<file path="src/rtl/pcci_pkg.sv">
// Shared constants and types of the clamped-integrator PID controller.
package pcci_pkg;

   // Field widths
   localparam int SAMPLE_W   = 16;
   localparam int ERR_W      = SAMPLE_W + 1;
   localparam int DIFF_W     = ERR_W + 1;
   localparam int GAIN_W     = 32;
   localparam int PERIOD_W   = 16;
   localparam int LIMIT_W    = 16;
   localparam int SUM_W      = 30;
   localparam int FRAC_BITS  = 16;
   localparam int TOTAL_W    = 52;

   // Configuration port
   localparam int CSR_INDEX_W = 3;
   localparam int CSR_DATA_W  = 32;

   localparam logic [CSR_INDEX_W-1:0] REG_PROP_GAIN   = 3'd0;
   localparam logic [CSR_INDEX_W-1:0] REG_INTEG_GAIN  = 3'd1;
   localparam logic [CSR_INDEX_W-1:0] REG_DERIV_GAIN  = 3'd2;
   localparam logic [CSR_INDEX_W-1:0] REG_PERIOD      = 3'd3;
   localparam logic [CSR_INDEX_W-1:0] REG_OUT_UPPER   = 3'd4;
   localparam logic [CSR_INDEX_W-1:0] REG_OUT_LOWER   = 3'd5;

   localparam logic signed [LIMIT_W-1:0] OUT_UPPER_RESET = 16'sh7FFF;
   localparam logic signed [LIMIT_W-1:0] OUT_LOWER_RESET = 16'sh8000;

   // Commands
   localparam logic CMD_STEP  = 1'b0;
   localparam logic CMD_RESET = 1'b1;

   // Integrator clamp, 5000 in Q16.16
   localparam int SUM_ADD_W = SUM_W + 5;
   localparam logic signed [SUM_ADD_W-1:0] SUM_LIMIT_POS = 35'sd327680000;
   localparam logic signed [SUM_ADD_W-1:0] SUM_LIMIT_NEG = -35'sd327680000;

   // Radix-4 Booth multiplier
   localparam int MCAND_W     = GAIN_W;
   localparam int MPLIER_W    = SUM_W;
   localparam int ACC_W       = MCAND_W + 3;
   localparam int PROD_W      = ACC_W + MPLIER_W;
   localparam int DIGITS_SHORT = 9;
   localparam int DIGITS_LONG  = MPLIER_W / 2;
   localparam int DIGIT_CNT_W  = $clog2(DIGITS_LONG + 1);
   localparam int SHORT_SHIFT  = MPLIER_W - 2 * DIGITS_SHORT;

   typedef struct packed {
      logic                        start;
      logic [DIGIT_CNT_W-1:0]      digits;
      logic signed [MCAND_W-1:0]   mcand;
      logic signed [MPLIER_W-1:0]  mplier;
   } mul_req_type;

   typedef struct packed {
      logic                        done;
      logic signed [PROD_W-1:0]    product;
   } mul_rsp_type;

endpackage

</file>
<file path="src/rtl/pcci_booth_mul.sv">
// Radix-4 Booth serial multiplier: one two-bit digit of the multiplier per cycle.
module pcci_booth_mul (
   input  logic                  clock,
   input  logic                  reset,
   input  pcci_pkg::mul_req_type mul_req,
   output pcci_pkg::mul_rsp_type mul_rsp
);

   localparam int AW = pcci_pkg::MCAND_W;
   localparam int BW = pcci_pkg::MPLIER_W;
   localparam int HW = pcci_pkg::ACC_W;
   localparam int SW = HW + 1;
   localparam int CW = pcci_pkg::DIGIT_CNT_W;

   logic                 busy_ff, busy_in;
   logic                 done_ff, done_in;
   logic [CW-1:0]        count_ff, count_in;
   logic signed [AW-1:0] mcand_ff, mcand_in;
   logic [BW-1:0]        mplier_ff, mplier_in;
   logic                 carry_ff, carry_in;
   logic signed [HW-1:0] acc_ff, acc_in;
   logic [BW-1:0]        low_ff, low_in;

   logic [2:0]           booth;
   logic signed [SW-1:0] mcand_ext;
   logic signed [SW-1:0] addend;
   logic signed [SW-1:0] sum;

   // Recode the current digit and add its multiple of the multiplicand
   always_comb begin
      booth     = {mplier_ff[1:0], carry_ff};
      mcand_ext = {{(SW-AW){mcand_ff[AW-1]}}, mcand_ff};
      case (booth) inside
         3'b001, 3'b010: addend = mcand_ext;
         3'b011:         addend = mcand_ext <<< 1;
         3'b100:         addend = -(mcand_ext <<< 1);
         3'b101, 3'b110: addend = -mcand_ext;
         default:        addend = '0;
      endcase
      sum = {acc_ff[HW-1], acc_ff} + addend;
   end

   // Next state: load on start, shift two product bits out per digit
   always_comb begin
      busy_in   = busy_ff;
      done_in   = 1'b0;
      count_in  = count_ff;
      mcand_in  = mcand_ff;
      mplier_in = mplier_ff;
      carry_in  = carry_ff;
      acc_in    = acc_ff;
      low_in    = low_ff;
      if (mul_req.start) begin
         busy_in   = 1'b1;
         count_in  = mul_req.digits;
         mcand_in  = mul_req.mcand;
         mplier_in = mul_req.mplier;
         carry_in  = 1'b0;
         acc_in    = '0;
         low_in    = '0;
      end else if (busy_ff) begin
         count_in  = count_ff - CW'(1);
         mplier_in = {{2{mplier_ff[BW-1]}}, mplier_ff[BW-1:2]};
         carry_in  = mplier_ff[1];
         acc_in    = {sum[SW-1], sum[SW-1:2]};
         low_in    = {sum[1:0], low_ff[BW-1:2]};
         if (count_ff == CW'(1)) begin
            busy_in = 1'b0;
            done_in = 1'b1;
         end
      end
   end

   // Hold control state
   always_ff @(posedge clock) begin
      if (reset) begin
         busy_ff  <= 1'b0;
         done_ff  <= 1'b0;
         count_ff <= '0;
      end else begin
         busy_ff  <= busy_in;
         done_ff  <= done_in;
         count_ff <= count_in;
      end
   end

   // Hold datapath
   always_ff @(posedge clock) begin
      mcand_ff  <= mcand_in;
      mplier_ff <= mplier_in;
      carry_ff  <= carry_in;
      acc_ff    <= acc_in;
      low_ff    <= low_in;
   end

   assign mul_rsp.done    = done_ff;
   assign mul_rsp.product = {acc_ff, low_ff};

endmodule

</file>
<file path="src/rtl/pid_controller_clamped_integrator_unit.sv">
// PID control step with clamped integrator over a shared serial Booth multiplier.
// An item is accepted only while the unit is idle, so the next item waits until the result
// of the last one is in the result register. The four products (error times period,
// proportional, derivative, integral) run one after another.
// A reset command skips the products and yields a zero drive, not saturated.
// Synchronous reset clears the gains, period, previous error and error sum and restores
// the full output range.
module pid_controller_clamped_integrator_unit (
   input  logic        clock,
   input  logic        reset,
   // Input items
   input  logic        req_tvalid,
   output logic        req_tready,
   input  logic [31:0] req_tdata,   // [15:0] reference, [31:16] feedback
   input  logic        req_tuser,   // [0] command
   // Result items
   output logic        rsp_tvalid,
   input  logic        rsp_tready,
   output logic [15:0] rsp_tdata,   // [15:0] drive
   output logic        rsp_tuser,   // [0] output_saturated
   // Configuration writes
   input  logic        csr_valid,
   output logic        csr_ready,
   input  logic [pcci_pkg::CSR_INDEX_W-1:0] csr_index,
   input  logic [pcci_pkg::CSR_DATA_W-1:0]  csr_data
);

   localparam int EW = pcci_pkg::ERR_W;
   localparam int DW = pcci_pkg::DIFF_W;
   localparam int GW = pcci_pkg::GAIN_W;
   localparam int PW = pcci_pkg::PERIOD_W;
   localparam int LW = pcci_pkg::LIMIT_W;
   localparam int SW = pcci_pkg::SUM_W;
   localparam int AW = pcci_pkg::SUM_ADD_W;
   localparam int TW = pcci_pkg::TOTAL_W;
   localparam int BW = pcci_pkg::MPLIER_W;
   localparam int FB = pcci_pkg::FRAC_BITS;
   localparam int XW = pcci_pkg::PROD_W;
   localparam int SH = pcci_pkg::SHORT_SHIFT;

   localparam logic [2:0] S_IDLE    = 3'd0;
   localparam logic [2:0] S_MUL_SUM = 3'd1;
   localparam logic [2:0] S_MUL_P   = 3'd2;
   localparam logic [2:0] S_MUL_D   = 3'd3;
   localparam logic [2:0] S_MUL_I   = 3'd4;
   localparam logic [2:0] S_OUT     = 3'd5;

   // Configuration registers
   logic signed [GW-1:0] kp_ff, kp_in;
   logic signed [GW-1:0] ki_ff, ki_in;
   logic signed [GW-1:0] kdp_ff, kdp_in;
   logic [PW-1:0]        period_ff, period_in;
   logic signed [LW-1:0] upper_ff, upper_in;
   logic signed [LW-1:0] lower_ff, lower_in;

   // Controller state and sequencer
   logic [2:0]           state_ff, state_in;
   logic signed [EW-1:0] prev_ff, prev_in;
   logic signed [SW-1:0] esum_ff, esum_in;
   logic signed [EW-1:0] err_ff, err_in;
   logic signed [TW-1:0] total_ff, total_in;
   logic                 zero_ff, zero_in;

   // Result register
   logic                 rsp_valid_ff, rsp_valid_in;
   logic signed [LW-1:0] rsp_drive_ff, rsp_drive_in;
   logic                 rsp_sat_ff, rsp_sat_in;

   pcci_pkg::mul_req_type mul_req;
   pcci_pkg::mul_rsp_type mul_rsp;

   logic                 req_accept;
   logic                 out_free;
   logic signed [EW-1:0] err_new;
   logic signed [DW-1:0] diff;
   logic signed [TW-1:0] prod_short;
   logic signed [TW-1:0] prod_frac;
   logic signed [AW-1:0] sum_raw;
   logic signed [SW-1:0] sum_clamped;
   logic signed [TW-1:0] upper_q;
   logic signed [TW-1:0] lower_q;
   logic signed [LW-1:0] drive;
   logic                 sat;

   pcci_booth_mul u_mul (
      .clock   (clock),
      .reset   (reset),
      .mul_req (mul_req),
      .mul_rsp (mul_rsp)
   );

   assign req_tready = (state_ff == S_IDLE);
   assign req_accept = req_tvalid && req_tready;
   assign out_free   = !rsp_valid_ff || rsp_tready;
   assign csr_ready  = 1'b1;

   // Error and derivative difference
   always_comb begin
      err_new = {req_tdata[pcci_pkg::SAMPLE_W-1], req_tdata[15:0]}
              - {req_tdata[31], req_tdata[31:16]};
      diff    = {err_ff[EW-1], err_ff} - {prev_ff[EW-1], prev_ff};
   end

   // Align products and clamp the error sum: short runs leave their low bits above a zero gap
   always_comb begin
      prod_short  = mul_rsp.product[TW+SH-1:SH];
      prod_frac   = {{(TW-(XW-FB)){mul_rsp.product[XW-1]}}, mul_rsp.product[XW-1:FB]};
      sum_raw     = {{(AW-SW){esum_ff[SW-1]}}, esum_ff} + mul_rsp.product[AW+SH-1:SH];
      if (sum_raw > pcci_pkg::SUM_LIMIT_POS) begin
         sum_clamped = pcci_pkg::SUM_LIMIT_POS[SW-1:0];
      end else if (sum_raw < pcci_pkg::SUM_LIMIT_NEG) begin
         sum_clamped = pcci_pkg::SUM_LIMIT_NEG[SW-1:0];
      end else begin
         sum_clamped = sum_raw[SW-1:0];
      end
   end

   // Clamp the total to the output limits; a reset command gives a zero drive
   always_comb begin
      upper_q = {{(TW-LW-FB){upper_ff[LW-1]}}, upper_ff, {FB{1'b0}}};
      lower_q = {{(TW-LW-FB){lower_ff[LW-1]}}, lower_ff, {FB{1'b0}}};
      if (zero_ff) begin
         drive = '0;
         sat   = 1'b0;
      end else if (total_ff > upper_q) begin
         drive = upper_ff;
         sat   = 1'b1;
      end else if (total_ff < lower_q) begin
         drive = lower_ff;
         sat   = 1'b1;
      end else begin
         drive = total_ff[FB+LW-1:FB];
         sat   = 1'b0;
      end
   end

   // Multiplier requests, one product after another
   always_comb begin
      mul_req        = '0;
      mul_req.digits = pcci_pkg::DIGIT_CNT_W'(pcci_pkg::DIGITS_SHORT);
      unique case (state_ff) inside
         S_IDLE: begin
            mul_req.start  = req_accept && (req_tuser == pcci_pkg::CMD_STEP);
            mul_req.mcand  = {{(GW-EW){err_new[EW-1]}}, err_new};
            mul_req.mplier = {{(BW-PW){1'b0}}, period_ff};
         end
         S_MUL_SUM: begin
            mul_req.start  = mul_rsp.done;
            mul_req.mcand  = kp_ff;
            mul_req.mplier = {{(BW-EW){err_ff[EW-1]}}, err_ff};
         end
         S_MUL_P: begin
            mul_req.start  = mul_rsp.done;
            mul_req.mcand  = kdp_ff;
            mul_req.mplier = {{(BW-DW){diff[DW-1]}}, diff};
         end
         S_MUL_D: begin
            mul_req.start  = mul_rsp.done;
            mul_req.digits = pcci_pkg::DIGIT_CNT_W'(pcci_pkg::DIGITS_LONG);
            mul_req.mcand  = ki_ff;
            mul_req.mplier = esum_ff;
         end
         S_MUL_I, S_OUT: begin
            mul_req.start  = 1'b0;
         end
         default: begin
            mul_req.start  = 1'b0;
         end
      endcase
   end

   // Sequencer
   always_comb begin
      state_in     = state_ff;
      prev_in      = prev_ff;
      esum_in      = esum_ff;
      err_in       = err_ff;
      total_in     = total_ff;
      zero_in      = zero_ff;
      rsp_valid_in = rsp_valid_ff && !rsp_tready;
      rsp_drive_in = rsp_drive_ff;
      rsp_sat_in   = rsp_sat_ff;
      unique case (state_ff)
         S_IDLE: begin
            if (req_accept) begin
               if (req_tuser == pcci_pkg::CMD_RESET) begin
                  prev_in  = '0;
                  zero_in  = 1'b1;
                  state_in = S_OUT;
               end else begin
                  err_in   = err_new;
                  zero_in  = 1'b0;
                  state_in = S_MUL_SUM;
               end
            end
         end
         S_MUL_SUM: begin
            if (mul_rsp.done) begin
               esum_in  = sum_clamped;
               state_in = S_MUL_P;
            end
         end
         S_MUL_P: begin
            if (mul_rsp.done) begin
               total_in = prod_short;
               state_in = S_MUL_D;
            end
         end
         S_MUL_D: begin
            if (mul_rsp.done) begin
               total_in = total_ff + prod_short;
               state_in = S_MUL_I;
            end
         end
         S_MUL_I: begin
            if (mul_rsp.done) begin
               total_in = total_ff + prod_frac;
               prev_in  = err_ff;
               state_in = S_OUT;
            end
         end
         S_OUT: begin
            if (out_free) begin
               rsp_valid_in = 1'b1;
               rsp_drive_in = drive;
               rsp_sat_in   = sat;
               state_in     = S_IDLE;
            end
         end
         default: begin
            state_in = S_IDLE;
         end
      endcase
   end

   // Configuration write decode
   always_comb begin
      kp_in     = kp_ff;
      ki_in     = ki_ff;
      kdp_in    = kdp_ff;
      period_in = period_ff;
      upper_in  = upper_ff;
      lower_in  = lower_ff;
      if (csr_valid && csr_ready) begin
         unique case (csr_index)
            pcci_pkg::REG_PROP_GAIN:  kp_in     = csr_data[GW-1:0];
            pcci_pkg::REG_INTEG_GAIN: ki_in     = csr_data[GW-1:0];
            pcci_pkg::REG_DERIV_GAIN: kdp_in    = csr_data[GW-1:0];
            pcci_pkg::REG_PERIOD:     period_in = csr_data[PW-1:0];
            pcci_pkg::REG_OUT_UPPER:  upper_in  = csr_data[LW-1:0];
            pcci_pkg::REG_OUT_LOWER:  lower_in  = csr_data[LW-1:0];
            default: begin
            end
         endcase
      end
   end

   // Hold control state and configuration
   always_ff @(posedge clock) begin
      if (reset) begin
         state_ff     <= S_IDLE;
         prev_ff      <= '0;
         esum_ff      <= '0;
         zero_ff      <= 1'b0;
         rsp_valid_ff <= 1'b0;
         kp_ff        <= '0;
         ki_ff        <= '0;
         kdp_ff       <= '0;
         period_ff    <= '0;
         upper_ff     <= pcci_pkg::OUT_UPPER_RESET;
         lower_ff     <= pcci_pkg::OUT_LOWER_RESET;
      end else begin
         state_ff     <= state_in;
         prev_ff      <= prev_in;
         esum_ff      <= esum_in;
         zero_ff      <= zero_in;
         rsp_valid_ff <= rsp_valid_in;
         kp_ff        <= kp_in;
         ki_ff        <= ki_in;
         kdp_ff       <= kdp_in;
         period_ff    <= period_in;
         upper_ff     <= upper_in;
         lower_ff     <= lower_in;
      end
   end

   // Hold datapath and result payload
   always_ff @(posedge clock) begin
      err_ff       <= err_in;
      total_ff     <= total_in;
      rsp_drive_ff <= rsp_drive_in;
      rsp_sat_ff   <= rsp_sat_in;
   end

   assign rsp_tvalid = rsp_valid_ff;
   assign rsp_tdata  = rsp_drive_ff;
   assign rsp_tuser  = rsp_sat_ff;

endmodule

</file>
<file path="config.mk">
export PLATFORM = sky130hd
export DESIGN_NAME = pid_controller_clamped_integrator_unit
export DESIGN_NICKNAME = d
export VERILOG_FILES = /design/src/rtl/pcci_pkg.sv /design/src/rtl/pcci_booth_mul.sv /design/src/rtl/pid_controller_clamped_integrator_unit.sv
export SDC_FILE = /design/constraint.sdc
export NUM_CORES = 1
export LEC_CHECK = 0
export ABC_AREA = 1
export BUFFER_PORTS_ARGS = -buffer_cell sky130_fd_sc_hd__clkbuf_2
export CAP_MARGIN = 20
export CORE_MARGIN = 2
export CORE_UTILIZATION = 45
export CTS_CLUSTER_DIAMETER = 150
export DETAILED_ROUTE_END_ITERATION = 12
export PLACE_DENSITY = 0.57
export SLEW_MARGIN = 0
export SYNTH_ARGS = -nofsm -noshare
export SYNTH_HDL_FRONTEND = slang
export SYNTH_HIERARCHICAL = 1
export SYNTH_SLANG_ARGS = --single-unit
</file>
<file path="constraint.sdc">
create_clock -name clock -period 13 [get_ports clock]
set_clock_uncertainty 0.05 [all_clocks]
set_input_delay 0 -clock clock [delete_from_list [all_inputs] [get_ports clock]]
set_output_delay 0 -clock clock [all_outputs]
set_load 0.005 [all_outputs]
</file>
==> flow_metrics.env <==
export IMPL_required_ns=13.28
export IMPL_cts_buffers_inserted=48
export IMPL_fin_setup_tns_ns=0
export IMPL_fill_cells=6846
export IMPL_drt_wl_total_microns=102600
export IMPL_grt_ovfl_total=0
export IMPL_area_growth_pct=11.76
export IMPL_clockBufferDepth=3
export IMPL_drt_iter0_drc=2667
export IMPL_power_density_nw_per_um2=181.9
export IMPL_worstMarginPinSlew_ns=1.071
export IMPL_relSlewSlack_pct=27.95
export IMPL_die_y_microns=262.3
export IMPL_h_tree_depth=2
export IMPL_place_ws_ns=7.808
export IMPL_vias_per_cell=5.429
export IMPL_grtUsageTotal_pct=28.88
export IMPL_nets=4898
export IMPL_n_antenna_cell=0
export IMPL_io_buffer_count=91
export IMPL_use_met2_pct=46.00
export IMPL_die_w_microns=262.3
export IMPL_hold_viol_final=0
export IMPL_final_area_sq_um=33550
export IMPL_cp_slowest_stage_delay_ns=0.67
export IMPL_status="completed"
export IMPL_drv_cap=0
export IMPL_multi_input_area_sq_um=17830
export IMPL_syn_area_sq_um=30020
export IMPL_max_freq_ghz=0.1876
export IMPL_rsz0062_at_grt="no"
export IMPL_grt_max_degree=104
export IMPL_initial_core_util_pct=45.59
export IMPL_met1_usage_pct=41.55
export IMPL_clkLatencyLatePin_ns=0.62
export IMPL_ctsRootBufferMaster="clkbuf_16"
export IMPL_timing_rr_start="state_ff[1]$_SDFFE_PP0P_"
export IMPL_yosysWarningCount=6
export IMPL_num_io_pins=93
export IMPL_final_util_pct=50.94
export IMPL_crit_path_end_kind="register"
export IMPL_vias=29830
export IMPL_avgRoutedWirePerCell_microns=18.68
export IMPL_synthCells=4499
export IMPL_worstSetupPathType="register to register"
export IMPL_layout_drive_gt1_share_pct=6.609
export IMPL_drc=0
export IMPL_routabilityCongestion=0.9634
export IMPL_antenna_found_initial=1
export IMPL_drtPass1Iterations=6
export IMPL_slew_viol_final=0
export IMPL_slowest_stage="inv_1"
export IMPL_crit_fanout=72
export IMPL_crit_top_cell="nand2_1"
export IMPL_final_seq_area_sq_um=9549
export IMPL_grt_pass1_wl_microns=158800
export IMPL_core_area_sq_um=65860
export IMPL_ir_drop_v=0.0001027
export IMPL_crit_path_start="state_ff[1]$_SDFFE_PP0P_"
export IMPL_power_leakage_nw=14.94
export IMPL_grt_busiest_layer="met2"
export IMPL_rows=94
export IMPL_cts_setup_buffers=0
export IMPL_setup_violations=0
export IMPL_fin_crit_ns=5.330
export IMPL_synth_area_per_cell_sq_um=6.673
export IMPL_setup_slack_ns=7.670
export IMPL_drtAntennaViolNets=0
export IMPL_start_kind="register"
export IMPL_hp_start="req_tdata[14]"
export IMPL_dieArea_sq_um=68800
export IMPL_fin_crit_sh_pct=41.00
export IMPL_cts_sinks=403
export IMPL_cts_tree="done"
export IMPL_placed_area_sq_um=31220
export IMPL_clk_pin_slew_ns=0.06
export IMPL_hpwl_microns=78300
export IMPL_grt_pass1_vias=27920
export IMPL_critPathArrivalTime_ns=5.61
export IMPL_grt_use_met3_pct=3.364
export IMPL_hold_path_class="primary input to register"
export IMPL_crit_chain="nor2_1 > inv_1 > nor2_4 > buf_4 > inv_1 > nand2_1 > o21ai_0 > ha_1 > nand3_1 > nand2_1 > nand2_1 > nand2_1 > inv_1 > o21bai_1 > a21oi_1 > o21ai_0 > a21boi_1 > o21ai_0 > nand2_1 > nand2_1 > o22ai_1"
[placed cells by master, fill, tap and decap left out, drive strengths merged, types with 35 or more instances in the layout]
cell,n
a21oi,335
clkbuf,154
dfxtp,255
dlygate4sd3,67
edfxtp,148
ha,228
inv,562
nand2,1187
nand3,210
nand4,58
nor2,556
nor3,35
o21ai,438
o22ai,42
xor2,39
[critical path, delay by kind of cell (launching register included)]
kind	cells	cell delay (ns)
AO/OA/AOI/OAI	7	1.82
buffers and inverters	4	1.44
flip-flops	1	0.35
adder cells (fa/ha/maj)	1	0.40
AND/OR/NAND/NOR	9	0.95
[stage by stage]
step,hold WS [ns],power [W],std cells
2_1_floorplan,0.01941,0.003785,4501
3_3_place_gp,0.2156,0.004655,5338
3_5_place_dp,0.2159,0.004649,5338
4_1_cts,0.004753,0.006079,5493
5_1_grt,0.06665,0.006523,5494
6_report,0.03640,0.006102,5494
[final timing paths]
| path | to | slack, ns | depth (start not counted) |
|---|---|---|---|
| worst max-delay path | total_ff[43]$_DFFE_PP_ | 7.67 | 21 |
| worst min-delay path | err_ff[14]$_DFFE_PP_ | 0.04 | 5 |
| worst max register to register | total_ff[43]$_DFFE_PP_ | 7.67 | 21 |
| worst min register to register | period_ff[0]$_SDFFE_PP0P_ | 0.40 | 2 |
[routing by layer]
layer  wire, microns  share of wire, %
met1           48380                47
met2           45120                44
met3            6740               6.6
met4            2375               2.3
met5               0                 0
[sequential cells by signal (all words and copies together), names as in the netlist, 30 cells and up]
name             count
total_ff            52
u_mul/acc_ff        34
kdp_ff              32
ki_ff               32
kp_ff               32
u_mul/mcand_ff      32
esum_ff             30
u_mul/mplier_ff     30
[power breakdown]
part           internal, W  switching (W)
clock             0.000799       0.000597
sequential         0.00154       0.000215
combinational     0.000938        0.00201
[final cells by class]
cell class                 count  share of cell area (%)
clock buffer                  63                   4.221
clock inverter                25                  0.6787
inverter                     560                   6.268
multi-input combinational   3393                   53.13
sequential                   403                   28.46
tap                          864                   3.222
timing repair buffer         186                   4.020
[repair_timing]
action                                 4_1_cts  5_1_grt
endpoints found under the hold margin      202        0
hold buffers                                67        0
gates resized for setup                      0        0
No activity file was read; power rests on OpenSTA's default activity.
